## src/hw/rtl/double_ended_stack_allocator_defines.svh

```systemverilog
// assertion macros shared by the allocator rtl
// no dependencies; included by the modules that carry assertions
`ifndef DOUBLE_ENDED_STACK_ALLOCATOR_DEFINES_SVH
`define DOUBLE_ENDED_STACK_ALLOCATOR_DEFINES_SVH

// condition holds at every edge outside reset
`define DESA_ASSERT_ALWAYS(lbl, clk, rst_n, cond, msg) \
	lbl: assert property (@(posedge clk) disable iff (!rst_n) (cond)) else $error(msg);

// consequent holds in the same cycle as the antecedent
`define DESA_ASSERT_IMPLY(lbl, clk, rst_n, ante, cons, msg) \
	lbl: assert property (@(posedge clk) disable iff (!rst_n) (ante) |-> (cons)) else $error(msg);

// consequent holds in the cycle after the antecedent
`define DESA_ASSERT_NEXT(lbl, clk, rst_n, ante, cons, msg) \
	lbl: assert property (@(posedge clk) disable iff (!rst_n) (ante) |=> (cons)) else $error(msg);

`endif

```

## src/hw/rtl/desa_pkg.sv

```systemverilog
// types and fixed widths shared by the allocator modules
// no dependencies
package desa_pkg;

	localparam int SIZE_W  = 17;	// arena offsets, ends and footprints
	localparam int BYTES_W = 16;	// alloc_bytes, pop_count, block_offset, blocks_popped
	localparam int FREE_W  = 17;

	typedef enum logic {
		ACT_ALLOC = 1'b0,
		ACT_POP   = 1'b1
	} action_t;

	typedef enum logic [1:0] {
		ST_OK        = 2'd0,
		ST_NO_SPACE  = 2'd1,
		ST_END_EMPTY = 2'd2
	} status_t;

	// classified item between front and back
	typedef struct packed {
		action_t             action;
		logic                from_top;
		logic [SIZE_W-1:0]   fp;		// footprint, allocate only
		logic [BYTES_W-1:0]  pop_count;
	} item_t;

	typedef struct packed {
		logic [BYTES_W-1:0]  block_offset;
		status_t             status;
		logic [BYTES_W-1:0]  blocks_popped;
		logic [FREE_W-1:0]   free_bytes;
	} res_t;

endpackage

```

## src/hw/rtl/desa_fifo.sv

```systemverilog
// short item queue between front and back
// depends on desa_pkg and the defines header
`include "double_ended_stack_allocator_defines.svh"
module desa_fifo #(
	parameter int DEPTH = 2
) (
	input  logic            clk,
	input  logic            arst_n,
	input  logic            wr_valid,
	output logic            wr_ready,
	input  desa_pkg::item_t wr_item,
	output logic            rd_valid,
	input  logic            rd_ready,
	output desa_pkg::item_t rd_item
);

	localparam int PTR_W = (DEPTH > 1) ? $clog2(DEPTH) : 1;
	localparam int CNT_W = $clog2(DEPTH + 1);

	desa_pkg::item_t  slot_q [DEPTH];
	logic [PTR_W-1:0] wr_ptr_q, rd_ptr_q;
	logic [CNT_W-1:0] cnt_q;
	logic             do_wr, do_rd;

	assign wr_ready = cnt_q != CNT_W'(DEPTH);
	assign rd_valid = cnt_q != '0;
	assign rd_item  = slot_q[rd_ptr_q];
	assign do_wr    = wr_valid && wr_ready;
	assign do_rd    = rd_ready && rd_valid;

	function automatic logic [PTR_W-1:0] wrap_inc(input logic [PTR_W-1:0] p);
		wrap_inc = (p == PTR_W'(DEPTH - 1)) ? '0 : p + 1'b1;
	endfunction

	always_ff @(posedge clk or negedge arst_n) begin
		if (!arst_n) begin
			wr_ptr_q <= '0;
			rd_ptr_q <= '0;
			cnt_q    <= '0;
		end else begin
			if (do_wr) wr_ptr_q <= wrap_inc(wr_ptr_q);
			if (do_rd) rd_ptr_q <= wrap_inc(rd_ptr_q);
			if (do_wr && !do_rd) cnt_q <= cnt_q + 1'b1;
			else if (do_rd && !do_wr) cnt_q <= cnt_q - 1'b1;
		end
	end

	always_ff @(posedge clk) begin
		if (do_wr) slot_q[wr_ptr_q] <= wr_item;
	end

	`DESA_ASSERT_ALWAYS(a_fifo_cnt_bound, clk, arst_n, cnt_q <= CNT_W'(DEPTH), "fifo count past depth")

endmodule

```

## config.mk

```make
export PLATFORM = sky130hd
export DESIGN_NAME = desa_fifo
export DESIGN_NICKNAME = d
export VERILOG_FILES = /design/src/hw/rtl/desa_pkg.sv /design/src/hw/rtl/desa_fifo.sv
export VERILOG_INCLUDE_DIRS = /design/src /design/src/hw/rtl
export SDC_FILE = /design/constraint.sdc
export NUM_CORES = 1
export LEC_CHECK = 0
export ABC_AREA = 0
export BUFFER_PORTS_ARGS = -buffer_cell sky130_fd_sc_hd__buf_2
export CAP_MARGIN = 30
export CORE_AREA = 2 2 75 91
export CTS_CLUSTER_DIAMETER = 40
export DETAILED_ROUTE_END_ITERATION = 16
export DIE_AREA = 0 0 77 93
export PLACE_DENSITY = 0.85
export SLEW_MARGIN = 0
export SYNTH_ARGS = -nofsm -noshare
export SYNTH_HDL_FRONTEND = slang
export SYNTH_SLANG_ARGS = --single-unit
```

## constraint.sdc

```tcl
create_clock -name clk -period 2.3 [get_ports clk]
set_input_delay 0.345 -clock clk [delete_from_list [all_inputs] [get_ports clk]]
set_output_delay 0.345 -clock clk [all_outputs]
set_load 0.1 [all_outputs]
```

Yosys cells after proc, flatten, opt, wreduce, memory -nomap -nowiden --
Memories as Yosys holds them, arrays and structs flattened. Index checks and enable logic that the tools add are counted.
Cells by class: bitwise gates (word level) 0, equality and inequality tests 1, reductions and logical operators 8, mux-type cells 6, add/subtract/negate cells 4, order comparisons 0, shift-type cells 0, multiply operators 0, div/mod/pow operators 0
Operator list (number):
- logical AND 1 bit | 4
- 2-to-1 mux 1 bit | 4
- 2-to-1 mux 2 bit | 2
- nonzero test 2 bit | 2
- adder 1 bit, second input constant | 2
- adder 2 x 1 -> 2 bit, second input constant | 1
- logical NOT 1 bit | 2
- inequality test 2 bit, second input constant | 1
- subtractor 2 x 1 -> 2 bit, second input constant | 1
Word-level totals: register bits 4, word-level logic and storage cells 23, RAM bits 70, bits in read-only memories 0, memories 1, input bits 39, bits in latches 0, output and inout bits 37
Memories:
- slot_q | words 2, width 35, rd ports 1, clocked after Yosys merged registers in 0, write ports 1, line desa_fifo.sv:20 | desa_pkg::item_t slot_q [DEPTH];

Logic depth before layout (Yosys ltp) --
Gate-level depths: netlist of run 1.
depth in word-level cells 6, gate-level depth with buffers 7, gate-level depth less buffers 7

Least setup slack after synthesis of run 1 --
Ideal clock, no wire load.
kind flip-flop to flip-flop, from register cnt_q[0], to memory slot_q[0][0] (netlist bit), enable pin, data arrival time 2.967 ns, library setup time 0.427 ns, buffers on the path 0, cell stages (with the launch flop) 4, required time 1.873 ns, setup slack -1.094 ns, period minus slack after synthesis 3.394 ns, cell sequence dfrtp_1 > nand2b_1 > nand2_1 > nor2_1
Between the ends: cells in the longest elaborated chain, start to end 4
Ends and longest elaborated chain:
- start, declared | line desa_fifo.sv:22 | logic [CNT_W-1:0] cnt_q;
- start signal, assigned | line desa_fifo.sv:43 | if (do_wr && !do_rd) cnt_q <= cnt_q + 1'b1;
- start signal, assigned | line desa_fifo.sv:44 | else if (do_rd && !do_wr) cnt_q <= cnt_q - 1'b1;
- inequality test 2 bit | line desa_fifo.sv:25 | assign wr_ready = cnt_q != CNT_W'(DEPTH);
- via wr_ready | line desa_fifo.sv:10 | output logic wr_ready,
- logical AND 1 bit | line desa_fifo.sv:28 | assign do_wr = wr_valid && wr_ready;
- 2-to-1 mux 1 bit | line desa_fifo.sv:49 | if (do_wr) slot_q[wr_ptr_q] <= wr_item;
- 2-to-1 mux 1 bit (not written as such) | line desa_fifo.sv:49
- end, declared | line desa_fifo.sv:20
The timed path passes the listed nets, and every way through them passes these cells.

==> results of run 1 <==
[flip-flops by register name (all words and copies together), names as in the netlist]
signal and flops:
rd_ptr_q 1, slot_q 70, wr_ptr_q 1, cnt_q 2
[cell type report]
cell class                 count  area (sq um)
clock buffer                   9           124
clock inverter                 6          35.0
fill                         530          2800
inverter                       1          3.75
multi-input combinational     48           604
sequential                    74          2200
tap                           85           106
timing repair buffer          80           453
[logic make-up (layout without fill, tap and decap cells)]
logic type / count (synthesis) / count (layout) / synth area share (%)
mux: 35 / 35 / 17.5
fa+ha+maj: 1 / 1 / 0.436
xor+xnor: 5 / 5 / 1.53
flops: 74 / 74 / 76.7
simple gates: 7 / 7 / 1.18
buf+inv: 5 / 96 / 2.62
[metrics by stage]
stage	area [sq um]	worst slack (ns)	cells
floorplan	2880	0.230	127
global placement	3360	0.605	287
detailed placement	3360	0.575	287
CTS	3530	0.204	303
global route	3530	0.145	303
finish	3530	0.230	303
[worst max-delay path by stage]
stage | startpoint | endpoint | slack (ns)
final | rd_ptr_q | rd_item[15] | 0.23
after floorplan | cnt_q[0] | slot_q[0][0] | 0.23
after global placement | rd_ptr_q | rd_item[15] | 0.60
after detailed placement | rd_ptr_q | rd_item[15] | 0.58
after global routing | rd_ptr_q | rd_item[21] | 0.14
after CTS | rd_ptr_q | rd_item[15] | 0.20
[per-layer routing]
| metal | track usage (%) | share of wire [%] |
|---|---|---|
| met5 | 0 | 0 |
| met4 | 8.18 | 2.7 |
| met3 | 4.34 | 5.0 |
| met2 | 21.9 | 54 |
| met1 | 13.4 | 38 |
[critical path: cells and delay by family (launching register included)]
family	cells	cell delay (ns)
flops	1	0.49
buf+inv	2	0.53
mux	1	0.36
[synthesized netlist by cell type]
cell	number	area [sq um]
edfxtp_1	70	2100
mux2_4	29	435
mux2_2	6	67.6
dfrtp_1	4	100
buf_12	3	60.1
xnor2_1	3	26.3
nand2_1	2	7.51
nor2_1	2	7.51
xor2_1	2	17.5
and3_1	1	6.26
buf_6	1	11.3
ha_1	1	12.5
inv_1	1	3.75
nand2b_1	1	6.26
or2_1	1	6.26
==> run metrics, run 1 <==
outcome finished, final reports clean; synth warn 0; Core Util, Final a little under three fifths; antenna-violating nets left 0; die width just under 80 microns; hold buffers post-CTS 1; Critical Path Sink Type output pin; n_diodes 0; Period Utilization, post-route around nine tenths; crit path kind reg -> out; Die Height around 93 microns; placer congestion estimate 0.743; vias per cell around 4.7; Post-Syn Area ~2900 sq um; CP required between 1.5 and 2 ns; Setup violations, final 0; CP max stage cell dfrtp_2; core area between 6000 and 7000 sq um; Worst-Margin Slew just under 0.5 ns; total track usage approximately an eighth; CTS tree yes; Area Growth Syn to Fin 23.0%; DRC 0; GR Overflow Total 0; CP cell instances buf_12 -> mux2_2 -> buf_2; synthesis-stage register bit count 74; PortBufs 75; worst skew pair latency between 0.3 and 0.4 ns; Top Ports 76; Rows 32; Die Area 7160 sq um; syn avg cell area between 20 and 25 sq um; syn nets between 150 and 200; CP max FO 24; hold depth 1; commonest non-fill, non-tap cell in the layout buf_2; worst hold slack slightly below 0.2 ns; max cap viols 0; Resized Gates After CTS 0; root buf cell clkbuf_8; drt first pass iters 4; Reg clk slew, reported paths 0.07 ns; CP startpoint kind flop; DR iter-0 viols 40; post-CTS repair timing setup buffer count 0; CTS buffer count 9; Hold Path End slot_q[1][20]; pin count of the biggest net entering global routing 27; unrepaired setup endpoints after global routing false; worst rel slew slack about two thirds; first-pass GRT wire length around 6.7 mm; layout cells sized above 1 between 60 and 70%; Initial Util 45.4%; Slew Viols, Final 0; final hold vios 0; Num Clock Sinks 74; Seq/Total Area, Yosys between 70% and 80%; Tmin final around 2.1 ns; Critical R2R Capture slot_q[0][16]; Final TNS setup 0 ns; most frequent cells in the layout buf_2, edfxtp_1, mux2_4; DP HPWL about 3 mm; Post-layout nets ~250; Worst Hold Launch wr_item[20]; crit path DAT ~1.7 ns; Fmax 483 MHz; Hold WC Path Type in -> reg; Setup Skew approximately 0.0054 ns; initial antenna violation count 0; Routed WL per cell roughly 14 microns; CP max stage delay approximately 0.49 ns; WL final ~4.2 mm; FF-to-FF path depth 4; Reg2Reg Launch Point cnt_q[0]; r2r setup slk around 0.69 ns; vias in the first global route 1452; post-synthesis cell type count 15; Clock Path Buffers 2; Via Count roughly 1400; Post-Syn Instances ~130; H-tree Lvls 3
Power of run 1 is left out: the tool's default activity adds up to more than one toggle a clock period on the data nets, which glitch-free logic cannot reach.
==> run 2, diff against run 1 <==
- RECOVER_POWER: unset -> 25
==> run metrics, run 2 (synthesis results as in run 1) <==
Resized Gates After CTS 0 (unchanged); die width 77 microns (unchanged); drt first pass iters 4 (unchanged); vias in the first global route 1452 (unchanged); Num Clock Sinks 74 (unchanged); Area Growth Syn to Fin 22.7%; core area 6330 sq um (unchanged); Die Area 7160 sq um (unchanged); met1 GRT Util 13.4% (unchanged); met2 Use GR 21.9% (unchanged); placed inst area 3360 sq um (unchanged); Rows 32 (unchanged); crit path DAT 1.73 ns (about the same); CP required 1.96 ns (about the same); Slew Viols, Final 0 (unchanged); Tmin final 2.07 ns (+0.00266 ns); CTS buffer count 9 (unchanged); r2r setup slk 0.69 ns (about the same); Hold WC Path Type in -> reg; unrepaired setup endpoints after global routing false; DRC 0 (unchanged); total track usage 12.8% (unchanged); Most flops, register slot_q; H-tree Lvls 3 (unchanged); Critical Path Sink Type output pin; initial antenna violation count 0 (unchanged); Worst Hold Launch wr_item[20]; CP max FO 24 (unchanged); Routed WL per cell 14.0 microns (+0.21%); outcome finished, final reports clean; CP startpoint kind flop; final hold vios 0 (unchanged); first-pass GRT wire length 6.66 mm (unchanged); DP HPWL 2.92 mm (unchanged); Reg clk slew, reported paths 0.07 ns (about the same); vias per cell 4.69 (+0.21%); met3 usage 4.34% (unchanged); max reg flops 70 (unchanged); worst rel slew slack 67.3% (unchanged); Initial Util 45.4% (unchanged); GR Overflow Total 0 (unchanged); Setup violations, final 0 (unchanged); Post-layout nets 254 (unchanged); worst skew pair latency 0.33 ns (about the same); Period Utilization, post-route 90.1% (+0.12 points); PortBufs 75 (unchanged); CTS tree yes; Top Ports 76 (unchanged); layout cells sized above 1 57.8% (-2.8 points); n_diodes 0 (unchanged); Final Cell Area 3520 sq um (-0.21%); Setup Skew 0.00482 ns (-0.000541 ns); root buf cell clkbuf_8; FF-to-FF path depth 4 (unchanged); gr busiest metal met2; CP Launch Point rd_ptr_q; max cap viols 0 (unchanged); antenna-violating nets left 0 (unchanged); WL final 4.24 mm (+0.21%); most frequent cells in the layout edfxtp_1, buf_2, mux2_4; worst setup path end rd_item[15]; Fmax 482 MHz (-0.13%); Final TNS setup 0 ns (unchanged); placer congestion estimate 0.743 (unchanged); DR iter-0 viols 40 (unchanged); commonest non-fill, non-tap cell in the layout edfxtp_1; fill cell count 534 (+0.75%); Clock Path Buffers 2 (unchanged); Via Count 1421 (+0.21%); pin count of the biggest net entering global routing 27 (unchanged); Largest regs slot_q: 70 flops, cnt_q: 2 flops; Critical R2R Capture slot_q[0][16]; crit path kind reg -> out; Reg2Reg Launch Point cnt_q[0]; Worst-Margin Slew 0.495 ns (unchanged); Die Height 93 microns (unchanged)
[run 2: how the worst min path moves through the flow]
| stage | to | slack, ns | cells past startpoint |
|---|---|---|---|
| 2_1_floorplan | cnt_q[0] | 0.05 | 0 |
| 3_3_place_gp | wr_ptr_q | 0.15 | 1 |
| 3_5_place_dp | wr_ptr_q | 0.16 | 1 |
| 4_1_cts | slot_q[0][20] | 0.18 | 1 |
| 5_1_grt | slot_q[0][2] | 0.17 | 1 |
| 6_report | slot_q[1][20] | 0.20 | 1 |
[run 2: timing repair]
item                       4_1_cts  5_1_grt
setup buffers                    0        0
hold endpoints to repair         4        0
setup endpoints to repair        0        0
hold buffers                     1        0
[run 2: layout make-up]
cell class	count	area (sq um)	share of cell area, %
timing repair buffer	80	445	12.6
clock buffer	9	124	3.52
inverter	1	3.75	0.107
multi-input combinational	48	604	17.2
tap	85	106	3.02
sequential	74	2200	62.6
clock inverter	6	35.0	0.995
[run 2: metal layers]
| metal | vias to the layer above | share of wire, % |
|---|---|---|
| met5 | - | 0 |
| met4 | 0 | 2.8 |
| met3 | 12 | 5.0 |
| met2 | 50 | 54 |
| met1 | 694 | 38 |
| li1 | 665 | - |
[run 2: worst max-delay path, stage by stage, from the launching register on]
cell and delay (ns):
dfrtp_2 0.49, buf_12 0.24, mux2_2 0.36, buf_2 0.29
[run 2: per-stage QoR]
step | hold slack, ns | util [%] | setup slack, ns | instances
floorplan | 0.0494 | - | 0.230 | 127
global placement | 0.153 | 53.1 | 0.605 | 287
detailed placement | 0.157 | 53.1 | 0.575 | 287
CTS | 0.181 | 55.8 | 0.204 | 303
global route | 0.171 | 55.7 | 0.145 | 303
finish | 0.195 | 55.7 | 0.227 | 303
Power of run 2 is left out for the same reason.
