File: src/hw/rtl/double_ended_stack_allocator_defines.svh
// assertion macros shared by the allocator rtl
// no dependencies; included by the modules that carry assertions
`ifndef DOUBLE_ENDED_STACK_ALLOCATOR_DEFINES_SVH
`define DOUBLE_ENDED_STACK_ALLOCATOR_DEFINES_SVH

// condition holds at every edge outside reset
`define DESA_ASSERT_ALWAYS(lbl, clk, rst_n, cond, msg) \
	lbl: assert property (@(posedge clk) disable iff (!rst_n) (cond)) else $error(msg);

// consequent holds in the same cycle as the antecedent
`define DESA_ASSERT_IMPLY(lbl, clk, rst_n, ante, cons, msg) \
	lbl: assert property (@(posedge clk) disable iff (!rst_n) (ante) |-> (cons)) else $error(msg);

// consequent holds in the cycle after the antecedent
`define DESA_ASSERT_NEXT(lbl, clk, rst_n, ante, cons, msg) \
	lbl: assert property (@(posedge clk) disable iff (!rst_n) (ante) |=> (cons)) else $error(msg);

`endif

File: src/hw/rtl/desa_pkg.sv
// types and fixed widths shared by the allocator modules
// no dependencies
package desa_pkg;

	localparam int SIZE_W  = 17;	// arena offsets, ends and footprints
	localparam int BYTES_W = 16;	// alloc_bytes, pop_count, block_offset, blocks_popped
	localparam int FREE_W  = 17;

	typedef enum logic {
		ACT_ALLOC = 1'b0,
		ACT_POP   = 1'b1
	} action_t;

	typedef enum logic [1:0] {
		ST_OK        = 2'd0,
		ST_NO_SPACE  = 2'd1,
		ST_END_EMPTY = 2'd2
	} status_t;

	// classified item between front and back
	typedef struct packed {
		action_t             action;
		logic                from_top;
		logic [SIZE_W-1:0]   fp;		// footprint, allocate only
		logic [BYTES_W-1:0]  pop_count;
	} item_t;

	typedef struct packed {
		logic [BYTES_W-1:0]  block_offset;
		status_t             status;
		logic [BYTES_W-1:0]  blocks_popped;
		logic [FREE_W-1:0]   free_bytes;
	} res_t;

endpackage

File: src/hw/rtl/desa_front.sv
// front end: accepts items, works out the aligned footprint in two stages
// depends on desa_pkg
module desa_front #(
	parameter int ALIGN_BYTES = 16
) (
	input  logic                        clk,
	input  logic                        arst_n,
	input  logic                        push,
	output logic                        full,
	input  logic                        action,
	input  logic                        from_top,
	input  logic [desa_pkg::BYTES_W-1:0] alloc_bytes,
	input  logic [desa_pkg::BYTES_W-1:0] pop_count,
	output logic                        item_valid,
	input  logic                        item_ready,
	output desa_pkg::item_t             item
);

	// exact division by the alignment through a reciprocal, inputs below 2^17
	localparam int LOG_A   = $clog2(ALIGN_BYTES);
	localparam int SHIFT   = 17 + LOG_A;
	localparam int RECIP   = (2**SHIFT + ALIGN_BYTES - 1) / ALIGN_BYTES;
	localparam int RECIP_W = $clog2(RECIP + 1);
	localparam int PROD_W  = 17 + RECIP_W;
	localparam int Q_W     = PROD_W - SHIFT;
	localparam int FPM_W   = Q_W + 8;

	logic                         v_s1, v_s2;
	desa_pkg::action_t            act_s1;
	logic                         top_s1;
	logic [Q_W-1:0]               q_s1;
	logic [desa_pkg::BYTES_W-1:0] cnt_s1;
	desa_pkg::item_t              item_s2;

	logic               adv1, adv2;
	logic [16:0]        y;
	logic [PROD_W-1:0]  prod;
	logic [Q_W:0]       q1;
	logic [FPM_W-1:0]   fp_full;

	assign adv2 = !v_s2 || item_ready;
	assign adv1 = !v_s1 || adv2;
	assign full = !adv1;

	assign y    = 17'(alloc_bytes) + 17'(ALIGN_BYTES - 1);
	assign prod = PROD_W'(y) * PROD_W'(RECIP);

	assign q1      = {1'b0, q_s1} + 1'b1;
	assign fp_full = FPM_W'(q1) * FPM_W'(ALIGN_BYTES);

	always_ff @(posedge clk or negedge arst_n) begin
		if (!arst_n) begin
			v_s1 <= 1'b0;
			v_s2 <= 1'b0;
		end else begin
			if (adv1) v_s1 <= push;
			if (adv2) v_s2 <= v_s1;
		end
	end

	always_ff @(posedge clk) begin
		if (adv1 && push) begin
			act_s1 <= desa_pkg::action_t'(action);
			top_s1 <= from_top;
			q_s1   <= prod[PROD_W-1:SHIFT];
			cnt_s1 <= pop_count;
		end
		if (adv2 && v_s1) begin
			item_s2.action    <= act_s1;
			item_s2.from_top  <= top_s1;
			item_s2.fp        <= fp_full[desa_pkg::SIZE_W-1:0];
			item_s2.pop_count <= cnt_s1;
		end
	end

	assign item_valid = v_s2;
	assign item       = item_s2;

endmodule

File: config.mk
export PLATFORM = sky130hd
export DESIGN_NAME = desa_front
export DESIGN_NICKNAME = d
export VERILOG_FILES = /design/src/hw/rtl/double_ended_stack_allocator_defines.svh /design/src/hw/rtl/desa_pkg.sv /design/src/hw/rtl/desa_front.sv
export SDC_FILE = /design/constraint.sdc
export NUM_CORES = 1
export LEC_CHECK = 0
export ABC_AREA = 1
export ABC_CLOCK_PERIOD_IN_PS = 3300
export BUFFER_PORTS_ARGS = -buffer_cell sky130_fd_sc_hd__buf_2
export CAP_MARGIN = 20
export CORE_AREA = 3 3 76 78
export DETAILED_ROUTE_END_ITERATION = 8
export DIE_AREA = 0 0 79 81
export PLACE_DENSITY = 0.78
export SLEW_MARGIN = 10
export SYNTH_ARGS = -nofsm -noshare
export SYNTH_HDL_FRONTEND = slang
export SYNTH_SLANG_ARGS = --single-unit
File: constraint.sdc
create_clock -name clk -period 3.3 [get_ports clk]
set_input_delay 0 -clock clk [delete_from_list [all_inputs] [get_ports clk]]
set_output_delay 0 -clock clk [all_outputs]
set_load 0.01 [all_outputs]
==> Word level (Yosys, flattened, before mapping) <==
Cells that the tools add are included.
{ "word_totals": {"rom_bits": 0, "reg_bits": 64, "latchBits": 0, "input_bits": 38, "out_inout_bits": 37, "ramBits": 0, "n_memories": 0, "wordCells": 19} }
{ "op_classes": {"n_eq_ne": 0, "n_shift": 0, "mux": 0, "order_cmp": 0, "mul": 0, "n_reduce_logical": 7, "bitwise": 0, "n_addsub": 2, "div_mod_pow": 0} }
{ "ops": {"columns": ["operator", "n"], "rows": [
  ["adder 16 x 4 -> 17 bit (second input constant)", 1],
  ["adder 13 x 1 -> 13 bit (second input constant)", 1],
  ["zero test 1 bit", 3],
  ["logical AND 1 bit", 2],
  ["logical OR 1 bit", 2]
]} }

==> Depth between registers and ports, before layout <==
Gate-level depths: netlist of the first run.
{ "logic_depth": {"ltp_word": 4, "depth_mapped": 6} }

==> Worst setup path after synthesis of the first run <==
No wires, ideal clock.
{ "synth_path": {"kind": "flip-flop to flip-flop", "from": "register v_s2 (netlist: item_valid)", "to": "register item_s2 (netlist bit item[0]), enable pin", "synth_period_minus_slack_ns": 2.420, "required_time_ns": 2.871, "slack_ns": 0.880, "n_path_buf": 0, "setup_time_ns": 0.429, "t_arrival_ns": 1.991, "path_stages_with_launch": 2, "path_cell_list": "dfrtp_1 a21oi_1"} }
{ "synth_between": {"elab_chain_len": 3} }
{ "synth_rtl": {"columns": ["item", "line_no", "source"], "rows": [
  ["start, declared", "desa_front.sv:28", "logic v_s1, v_s2;"],
  ["start signal, assigned", "desa_front.sv:57", "if (adv2) v_s2 <= v_s1;"],
  ["zero test 1 bit", "desa_front.sv:41", "assign adv2 = !v_s2 || item_ready;"],
  ["logical OR 1 bit", "desa_front.sv:41", null],
  ["logical AND 1 bit", "desa_front.sv:68", "if (adv2 && v_s1) begin"],
  ["end, declared", "desa_front.sv:33", "desa_pkg::item_t item_s2;"]
]} }
No other way between the ends.
A chain may end at the register's enable or synchronous reset.

==> Worst setup path in the final report of the first run <==
{ "layout_path": {"from": "register v_s2 (netlist: item_valid)", "to": "register cnt_s1[3] (netlist bit), enable pin"} }
{ "layout_between": {"elab_chain_len": 4} }
{ "layout_rtl": {"columns": ["item", "line_no", "source"], "rows": [
  ["zero test 1 bit", "desa_front.sv:41", null],
  ["logical OR 1 bit", "desa_front.sv:41", null],
  ["logical OR 1 bit", "desa_front.sv:42", "assign adv1 = !v_s1 || adv2;"],
  ["logical AND 1 bit", "desa_front.sv:62", "if (adv1 && push) begin"],
  ["end signal, assigned", "desa_front.sv:66", "cnt_s1 <= pop_count;"],
  ["end, declared", "desa_front.sv:32", "logic [desa_pkg::BYTES_W-1:0] cnt_s1;"]
]} }
No other way between the ends.

==> results.cfg, run 1 <==
[floorplanning]
die_y_um = 81
fp.dieArea_sq_mm = 0.00640
io_pins = 75
initial_core_util_pct = 50.4
core_sq_mm = 0.00514
die_w_um = 79
row_count = 26

[finish]
drive_above_1_share_pct = 29.4
final_cells = 383
fillers = 379
regArea_sq_mm = 0.00191
area_growth_pct = 34.8
nets = 349
antenna_cells = 0
final_cell_mix = buf_2 (70), edfxtp_1 (62), nand2_1 (48)
multiInputGateArea_sq_um = 578
layout_commonest_cell = buf_2

[clock_network]
cts_setup_buffers = 0
cts_tree = yes
cts_root_buf = clkbuf_8
htree_levels = 3
clk_path_buf_depth = 2
clk_latency_ns = 0.32
clock-sinks = 64
numCtsBuffers = 9
clk_pin_slew_ns = 0.06

[setup_path]
reg2reg_depth = 6
end_kind = flop
cp-start-kind = flop
worst_path_largest_cell_delay_ns = 0.42
rrSetupSlack_ns = 1.65
crit_chain = nand2_1, nor2_1, inv_1, nand2_1, inv_1, buf_16
r2r-end = cnt_s1[3]
reg2reg_from = item_valid
crit_required_ns = 3.33
path_max_fanout = 18
cp_slowest_cell = dfrtp_1
arrival_ns = 1.68
path_class = reg2reg
crit_path_start = item_valid

[power]
power_density_mw_per_mm2 = 518
seq_power_share_pct = 55.9
irDropWorstVdd_uv = 243
power.static_leakage_nw = 1.49
pwr-share-clk_pct = 32.4
p_int_w = 0.00141
pwr-share-comb_pct = 11.7
p_sw_share_pct = 22.0
power_switching_w = 0.000397

[placement]
hpwl_mm = 2.89
finalWeightedCongestion = 0.869
preCtsSetupSlack_ns = 1.37
portBuffers = 70
place_inst = 341

[logic_synthesis]
synthTopCellsByArea = edfxtp_1 (72%), nand2_1 (7.0%), inv_1 (3.6%), xor2_1 (2.7%), nor2_1 (2.3%)
yosys_warnings = 0
synth_top_area_share_pct = 71.8
synth_xor_area_share_pct = 4.06
ys_seq_area_share_pct = 73.8
synth_area_per_cell_sq_um = 12.8
synth_seq_cells = 64
synthAdderAreaFrac_pct = 0.483
syn_area_sq_mm = 0.00259
netlist-cell-type-count = 21
syn_inst = 202
synthMuxAreaShare_pct = 0
synth-simple-area-share_pct = 16.0
synth_top_family_by_area = simple AND/OR/NAND/NOR gates
synth_largest_area_cell = edfxtp_1
synth_compound_area_share_pct = 0.773

[sta]
final.min_clock_period_ns = 1.65
rsz0062_at_grt = false
setup_viol = 0
relSlewSlack_pct = 38.8
skew_ns = 0.00573
tightest_slew_ns = 0.916
setup_ws_ns = 1.65
maxSlewViolCount = 0
fmax_mhz = 607
period_share_pct = 49.9
hold_viol = 0
finalSetupTns_ns = 0

[drt]
drt_iter0_drc = 52
drc_errors = 0
first_pass_iters = 4
viasPerCell = 4.42
vias = 1692
wl_mm = 4.24
ant_nets = 0
wl_per_cell_um = 11.1

[run]
cap_violations = 0

[outcome]
status = complete, no violations

[hold_path]
hp-start = alloc_bytes[5]
min_to = q_s1[1]
holdPathStages = 2
hp-class = in2reg

[grt]
antenna_found_initial = 0
grt_start_max_net_pins = 32
grtUsageTotal_pct = 14.9
grt-ovfl-total = 0
grt_pass1_wl_mm = 7.11
grt_pass1_vias = 1712
-- per-layer routing --
| layer | global-route usage [%] | routed length [um] |
|---|---|---|
| met4 | 8.25 | 95 |
| met3 | 4.77 | 288 |
| met1 | 15.3 | 1730 |
| met2 | 27.1 | 2130 |
| met5 | 0 | 0 |
-- worst max-delay path, delay by kind of cell (launching register included) --
kind	cells	cell delay [ns]
buffers and inverters	3	0.71
DFF	1	0.42
and+or+nand+nor	3	0.21
-- power by group through the flow --
stage	logic, W	clock network [W]	registers [W]
3_3_place_gp	0.000177	0	0.00103
3_5_place_dp	0.000182	0	0.00103
2_1_floorplan	0.0000787	0	0.00105
5_1_grt	0.000237	0.000641	0.00102
6_report	0.000212	0.000585	0.00101
4_1_cts	0.000207	0.000603	0.00101
-- how the worst max path moves through the flow --
| stage | end | cells after the start |
|---|---|---|
| floorplan | item[0] | 1 |
| detailed placement | cnt_s1[4] | 5 |
| CTS | q_s1[5] | 5 |
| global placement | cnt_s1[7] | 5 |
| global route | cnt_s1[3] | 6 |
| finish | cnt_s1[3] | 6 |
-- synth_stat cells, drive strengths merged --
master,count
nand3,11
a21oi,1
dfrtp,2
xor2,8
and2,3
nand2,51
o21ai,3
conb,1
ha,1
xnor2,4
nor2,20
nor3,1
edfxtp,62
nand4,5
buf,4
inv,25
-- area by class of cell --
| type | count | area share, % |
|---|---|---|
| flip-flops and latches | 64 | 54.7 |
| multi-input cells | 112 | 16.5 |
| clock buffers | 9 | 3.55 |
| repair buffers | 98 | 18.6 |
| well taps | 70 | 2.51 |
| inverters | 25 | 2.69 |
| clock inverters | 5 | 1.43 |
-- kinds of logic (layout without fill, tap and decap cells) --
kind of cell,Yosys count,count (layout)
buffers and inverters,29,137
and+or+nand+nor,91,91
adders and majority gates,1,1
DFF,64,64
other,1,4
xor gates and xnor gates,12,12
AOI/OAI and AO/OA,4,4
-- flip-flops by register name (all words and copies together), names as in the netlist --
register    flops
act_s1          1
cnt_s1         16
item           31
item_valid      1
q_s1           13
top_s1          1
v_s1            1
-- stage by stage --
step	util, %	area (sq um)	power (W)	hold slack [ns]
3_3_place_gp	58.8	3020	0.00120	-0.216
3_5_place_dp	58.8	3020	0.00121	-0.214
6_report	68.0	3490	0.00181	0.0234
5_1_grt	68.0	3490	0.00190	0.0190
2_1_floorplan	-	2600	0.00113	-0.296
4_1_cts	67.4	3470	0.00182	0.00728
-- repair_timing --
item | CTS | global route
resized for setup | 0 | 0
hold buffers | 27 | 0
endpoints found under the hold margin | 27 | 0
Power figures use the tool's default switching activity.
==> inputs of run 2 (changes only) <==
Settings changed: ABC_CLOCK_PERIOD_IN_PS 3300 to 1700.
Clock period 3.3 ns to 1.7 ns, I/O delays scaled along.
==> run 2 against run 1 <==
Die area did not move. Register-to-register slack worse by 1.3 ns. Highest routed layer unchanged. Final cell count rose by 0.52%. Core utilization grew 0.12 points. Count of clock-buffer cells in the layout grew 1. Combinational power increased by 100%. Global-route usage increased by 0.43 points. Clock power grew 97%. Sequential share of layout area decreased by 0.098 points. Cell area is 0.18% higher. Largest cell class unchanged. Critical path type unchanged. Hold slack got worse by 0.012 ns.
==> results.cfg, run 2 (same netlist as run 1, synthesis figures left out) <==
[setup_path]
path_class = reg2reg
cp_slowest_cell = dfrtp_1
arrival_ns = 1.40
r2r-end = cnt_s1[5]
path_max_fanout = 18
reg2reg_depth = 6
cp-start-kind = flop
crit_path_frequent_cell = inv_1
reg2reg_from = v_s1
end_kind = flop
rrSetupSlack_ns = 0.30
worst_path_largest_cell_delay_ns = 0.37
crit_required_ns = 1.70
crit_chain = inv_1, nor2_2, inv_1, nand2_1, clkinvlp_4, buf_4

[hold_path]
holdPathStages = 4
hp-start = item_ready
hp-class = in2reg
min_to = item_valid

[placement]
place_inst = 344
hpwl_mm = 3.04
finalWeightedCongestion = 0.837
portBuffers = 70

[floorplanning]
core_sq_mm = 0.00514
io_pins = 75
initial_core_util_pct = 50.4
fp.dieArea_sq_mm = 0.00640
row_count = 26
die_w_um = 79
die_y_um = 81

[finish]
final_cells = 385
layout_commonest_cell = buf_2
fillers = 380
antenna_cells = 0
area_growth_pct = 35.1
drive_above_1_share_pct = 30.8
nets = 350
largest_reg_flops = 31
final_cell_mix = buf_2 (70), edfxtp_1 (62), nand2_1 (48)

[outcome]
status = complete, no violations

[sta]
skew_ns = 0.00563
maxSlewViolCount = 0
period_share_pct = 82.1
final.min_clock_period_ns = 1.40
setup_viol = 0
fmax_mhz = 717
hold_viol = 0
rsz0062_at_grt = false

[power]
p_total_w = 0.00354
power.static_leakage_nw = 1.49
irDropWorstVdd_uv = 440
power_density_mw_per_mm2 = 1010

[drt]
wl_per_cell_um = 11.6
drc_errors = 0
first_pass_iters = 4
ant_nets = 0
vias = 1725
drt_iter0_drc = 81
wl_mm = 4.46
viasPerCell = 4.48

[clock_network]
clk_latency_ns = 0.32
clock-sinks = 64
cts_root_buf = clkbuf_8
cts_tree = yes
numCtsBuffers = 9
clk_pin_slew_ns = 0.06
htree_levels = 3
clk_path_buf_depth = 2

[grt]
grt_pass1_wl_mm = 7.34
top_usage_layer = met2
antenna_found_initial = 0
grt_use_met1_pct = 17.2
met2_usage_pct = 27.4
grt-ovfl-total = 0
grt_start_max_net_pins = 32
grtUsageTotal_pct = 15.4
grt_pass1_vias = 1668
grt_util_met3_pct = 3.77

[run]
cap_violations = 0
[run 2: stage by stage]
step / hold slack (ns) / setup WS [ns] / utilization [%] / setup TNS, ns / cell area (sq um)
after detailed placement: -0.212 / 0.312 / 59.6 / 0 / 3060
after global routing: 0.0133 / 0.200 / 68.1 / 0 / 3500
after global placement: -0.215 / 0.375 / 59.6 / 0 / 3060
after floorplan: -0.296 / -0.0350 / - / -1.08 / 2610
after CTS: 0.00320 / 0.295 / 68.1 / 0 / 3500
final: 0.0110 / 0.305 / 68.1 / 0 / 3500
[run 2: worst max-delay path by stage]
stage                          start   endpoint  slack (ns)  cells after the start
final                           v_s1  cnt_s1[5]        0.30                      6
after global routing      item_valid  cnt_s1[5]        0.20                      6
after CTS                 item_valid  cnt_s1[2]        0.30                      6
after detailed placement  item_valid     top_s1        0.31                      6
after global placement    item_valid     top_s1        0.37                      6
after floorplan           item_valid    item[0]       -0.03                      1
[run 2: layout make-up]
cell class	instances	area [sq um]	share of cell area (%)
clock buffer	10	128	3.65
clock inverter	5	48.8	1.39
inverter	25	97.6	2.79
multi-input combinational	112	581	16.6
sequential	64	1910	54.6
tap	70	87.6	2.50
timing repair buffer	99	646	18.4
[run 2: worst max-delay path, delay by kind of cell (launching register included)]
| kind | cells | cell delay [ns] |
|---|---|---|
| buffers and inverters | 4 | 0.54 |
| DFF | 1 | 0.37 |
| and+or+nand+nor | 2 | 0.15 |
[run 2: timing repair]
action | 4_1_cts | 5_1_grt
setup buffers | 0 | 0
resized for setup | 0 | 0
hold endpoints to repair | 26 | 0
hold buffers | 26 | 0
[run 2: power breakdown]
part	internal, W	switching, W	leakage [nW]	total [W]
Combinational	0.000184	0.000239	0.781	0.000424
Sequential	0.00191	0.0000513	0.617	0.00196
Clock	0.000656	0.000496	0.0933	0.00115
[run 2: metal layers]
layer	wire length, um	share of wire (%)
met1	1800	40
met2	2330	52
met3	254	5.7
met4	77	1.7
met5	0	0
==> inputs of run 3 (changes only) <==
Settings changed: ABC_AREA 1 to 0, ABC_CLOCK_PERIOD_IN_PS 1700 to 1200, CORE_AREA 3 3 76 78 to 3 3 78 80, DIE_AREA 0 0 79 81 to 0 0 81 83, PLACE_DENSITY 0.78 to 0.75.
Clock period 1.7 ns to 1.2 ns, I/O delays scaled along.
==> run 3 against run 2 <==
The flow now finishes with violations (setup timing). Hold slack better by 0.0021 ns. Non-clock buffer count up 19. Cell area up 6.7%. Sequential share of layout area down 3.4 points. Count of clock-buffer cells in the layout down 1. Highest routed layer unchanged. Critical path depth down 3. Register-to-register slack worse by 0.36 ns.
==> results.cfg, run 3 <==
[outcome]
status = finished with violations
violations = setup timing

[logic_synthesis]
synth_seq_cells = 64
syn_inst = 142
ys_async_sr_fraction_pct = 3.13
ys_seq_area_share_pct = 78.0
synthTopCellsByArea = edfxtp_1 (76%), xnor2_1 (4.3%), xor2_1 (3.9%), dfrtp_1 (2.0%), nand3_1 (2.0%)
synth_most_common_cell = edfxtp_1
synth_ff_type = edfxtp_1
yosys_warnings = 0
synth_edf_count = 62
synth_area_per_cell_sq_um = 17.3
synth_top_area_share_pct = 75.9
netlist-cell-type-count = 25
syn_area_sq_mm = 0.00245
synth_common_cells = edfxtp_1 (62), xnor2_1 (12), xor2_1 (11)
synth_largest_area_cell = edfxtp_1

[grt]
grt_pass1_wl_mm = 7.28
grtUsageTotal_pct = 14.5
antenna_found_initial = 0
grt_start_max_net_pins = 18
grt-ovfl-total = 0
grt_pass1_vias = 1613

[hold_path]
hp-class = in2reg

[finish]
final_cell_mix = buf_2 (68), edfxtp_1 (62), dlygate4sd3_1 (27)
nets = 308
final_core_util_pct = 68.2
area_growth_pct = 52.2
fillers = 385
layout_commonest_cell = buf_2
postLayoutCellArea_sq_mm = 0.00373
antenna_cells = 0
largest_reg_flops = 31
drive_above_1_share_pct = 45.3

[sta]
setup_ws_ns = -0.0515
whs_ns = 0.0132
relSlewSlack_pct = 62.0
skew_ns = 0.00826
period_share_pct = 104
hold_viol = 0
setup_viol = 20
rsz0062_at_grt = true
fmax_mhz = 799
final.min_clock_period_ns = 1.25
tightest_slew_ns = 0.565
maxSlewViolCount = 0

[drt]
drt_iter0_drc = 37
wl_per_cell_um = 14.0
ant_nets = 0
first_pass_iters = 6
wl_mm = 4.83
viasPerCell = 4.65
drc_errors = 0
vias = 1608

[floorplanning]
die_w_um = 81
fp.dieArea_sq_mm = 0.00672
initial_core_util_pct = 44.8
die_y_um = 83
core_sq_mm = 0.00547
io_pins = 75
row_count = 27

[setup_path]
arrival_ns = 1.33
crit_required_ns = 1.28
end_kind = flop
path_class = reg2reg
path_max_fanout = 5
cp-start-kind = flop

[placement]
hpwl_mm = 3.22
finalWeightedCongestion = 0.728
place_area_sq_mm = 0.00308
portBuffers = 70

[clock_network]
clk_pin_slew_ns = 0.07
cts_root_buf = clkbuf_8
htree_levels = 3
numCtsBuffers = 9
cts_tree = yes
clock-sinks = 64
clk_path_buf_depth = 2
clk_latency_ns = 0.33

[power]
irDropWorstVdd_uv = 887
power.static_leakage_nw = 1.50
power_density_mw_per_mm2 = 1520

[run]
cap_violations = 0
## run 3: changes by cell type after synthesis, moves of 3 or more
| cell | delta |
|---|---|
| nor2_1 | -12 |
| xnor2_1 | +8 |
| nand2b_1 | +3 |
| nor4_1 | +4 |
| nand2_1 | -42 |
| xor2_1 | +3 |
| inv_1 | -22 |
| nand2_2 | -3 |
| nor2_4 | -3 |
## run 3: layout make-up
cell class / count / area [sq um] / share of cell area, %
Inverter: 3 / 11.3 / 0.302
Clock inverter: 7 / 134 / 3.59
Multi-Input combinational cell: 73 / 591 / 15.8
Sequential cell: 64 / 1910 / 51.2
Tap cell: 72 / 90.1 / 2.41
Clock buffer: 9 / 124 / 3.32
Timing Repair Buffer: 118 / 872 / 23.4
## run 3: cells by family (layout without fill, tap and decap cells)
logic type / after synthesis / in the layout / share of synthesized area, %
other: 1 / 4 / 0.153
AOI/OAI and AO/OA: 1 / 1 / 0.459
adders and majority gates: 1 / 1 / 0.510
xor gates and xnor gates: 23 / 23 / 8.21
buffers and inverters: 8 / 137 / 2.14
DFF: 64 / 64 / 78.0
and+or+nand+nor: 44 / 44 / 10.6
## run 3: metrics by stage
stage                     TNS (ns)  instances  setup WS [ns]  total power [W]
after floorplan             -0.434        145        -0.0176          0.00298
after global placement    -0.00236        300       -0.00130          0.00325
after detailed placement    -0.255        300         -0.106          0.00327
after CTS                   -0.119        343        -0.0689          0.00566
after global routing         -1.99        346         -0.108          0.00591
final                       -0.192        346        -0.0515          0.00568
## run 3: repair_timing
item | 4_1_cts | 5_1_grt
cloned | 0 | 2
hold endpoints to repair | 27 | 0
endpoints found under the setup margin | 6 | 34
hold buffers | 27 | 0
gates resized for setup | 4 | 9
setup buffers | 0 | 2
pin swaps | 2 | 5
## run 3: final timing paths
| path | startpoint | to | slack (ns) | depth (start not counted) |
|---|---|---|---|---|
| min in group asynchronous | arst_n | v_s1 | 0.54 | 3 |
| worst max-delay path | q_s1[3] | item[31] | -0.05 | 3 |
| worst min register to register | cnt_s1[2] | item[2] | 0.42 | 0 |
| max in group asynchronous | arst_n | item_valid | 0.54 | 3 |
| worst min-delay path | alloc_bytes[14] | q_s1[10] | 0.01 | 2 |
| worst max register to register | q_s1[3] | item[31] | -0.05 | 3 |
## run 3: critical path, stage by stage (launching register included)
cell	delay, ns
edfxtp_1	0.40
nand4_4	0.17
nor4_4	0.33
xor2_1	0.10
## run 3: power by group
| part | internal, W | switching (W) |
|---|---|---|
| sequential | 0.00266 | 0.0000572 |
| combinational | 0.000330 | 0.000306 |
| clock | 0.00157 | 0.000754 |
| total | 0.00456 | 0.00112 |
## run 3: layer usage
layer / global-route usage (%) / wire [um] / vias to the layer above
li1: - / - / 784
met1: 15.0 / 1650 / 755
met2: 25.0 / 2760 / 61
met3: 5.42 / 326 / 8
met4: 7.53 / 91 / 0
met5: 0 / 0 / -
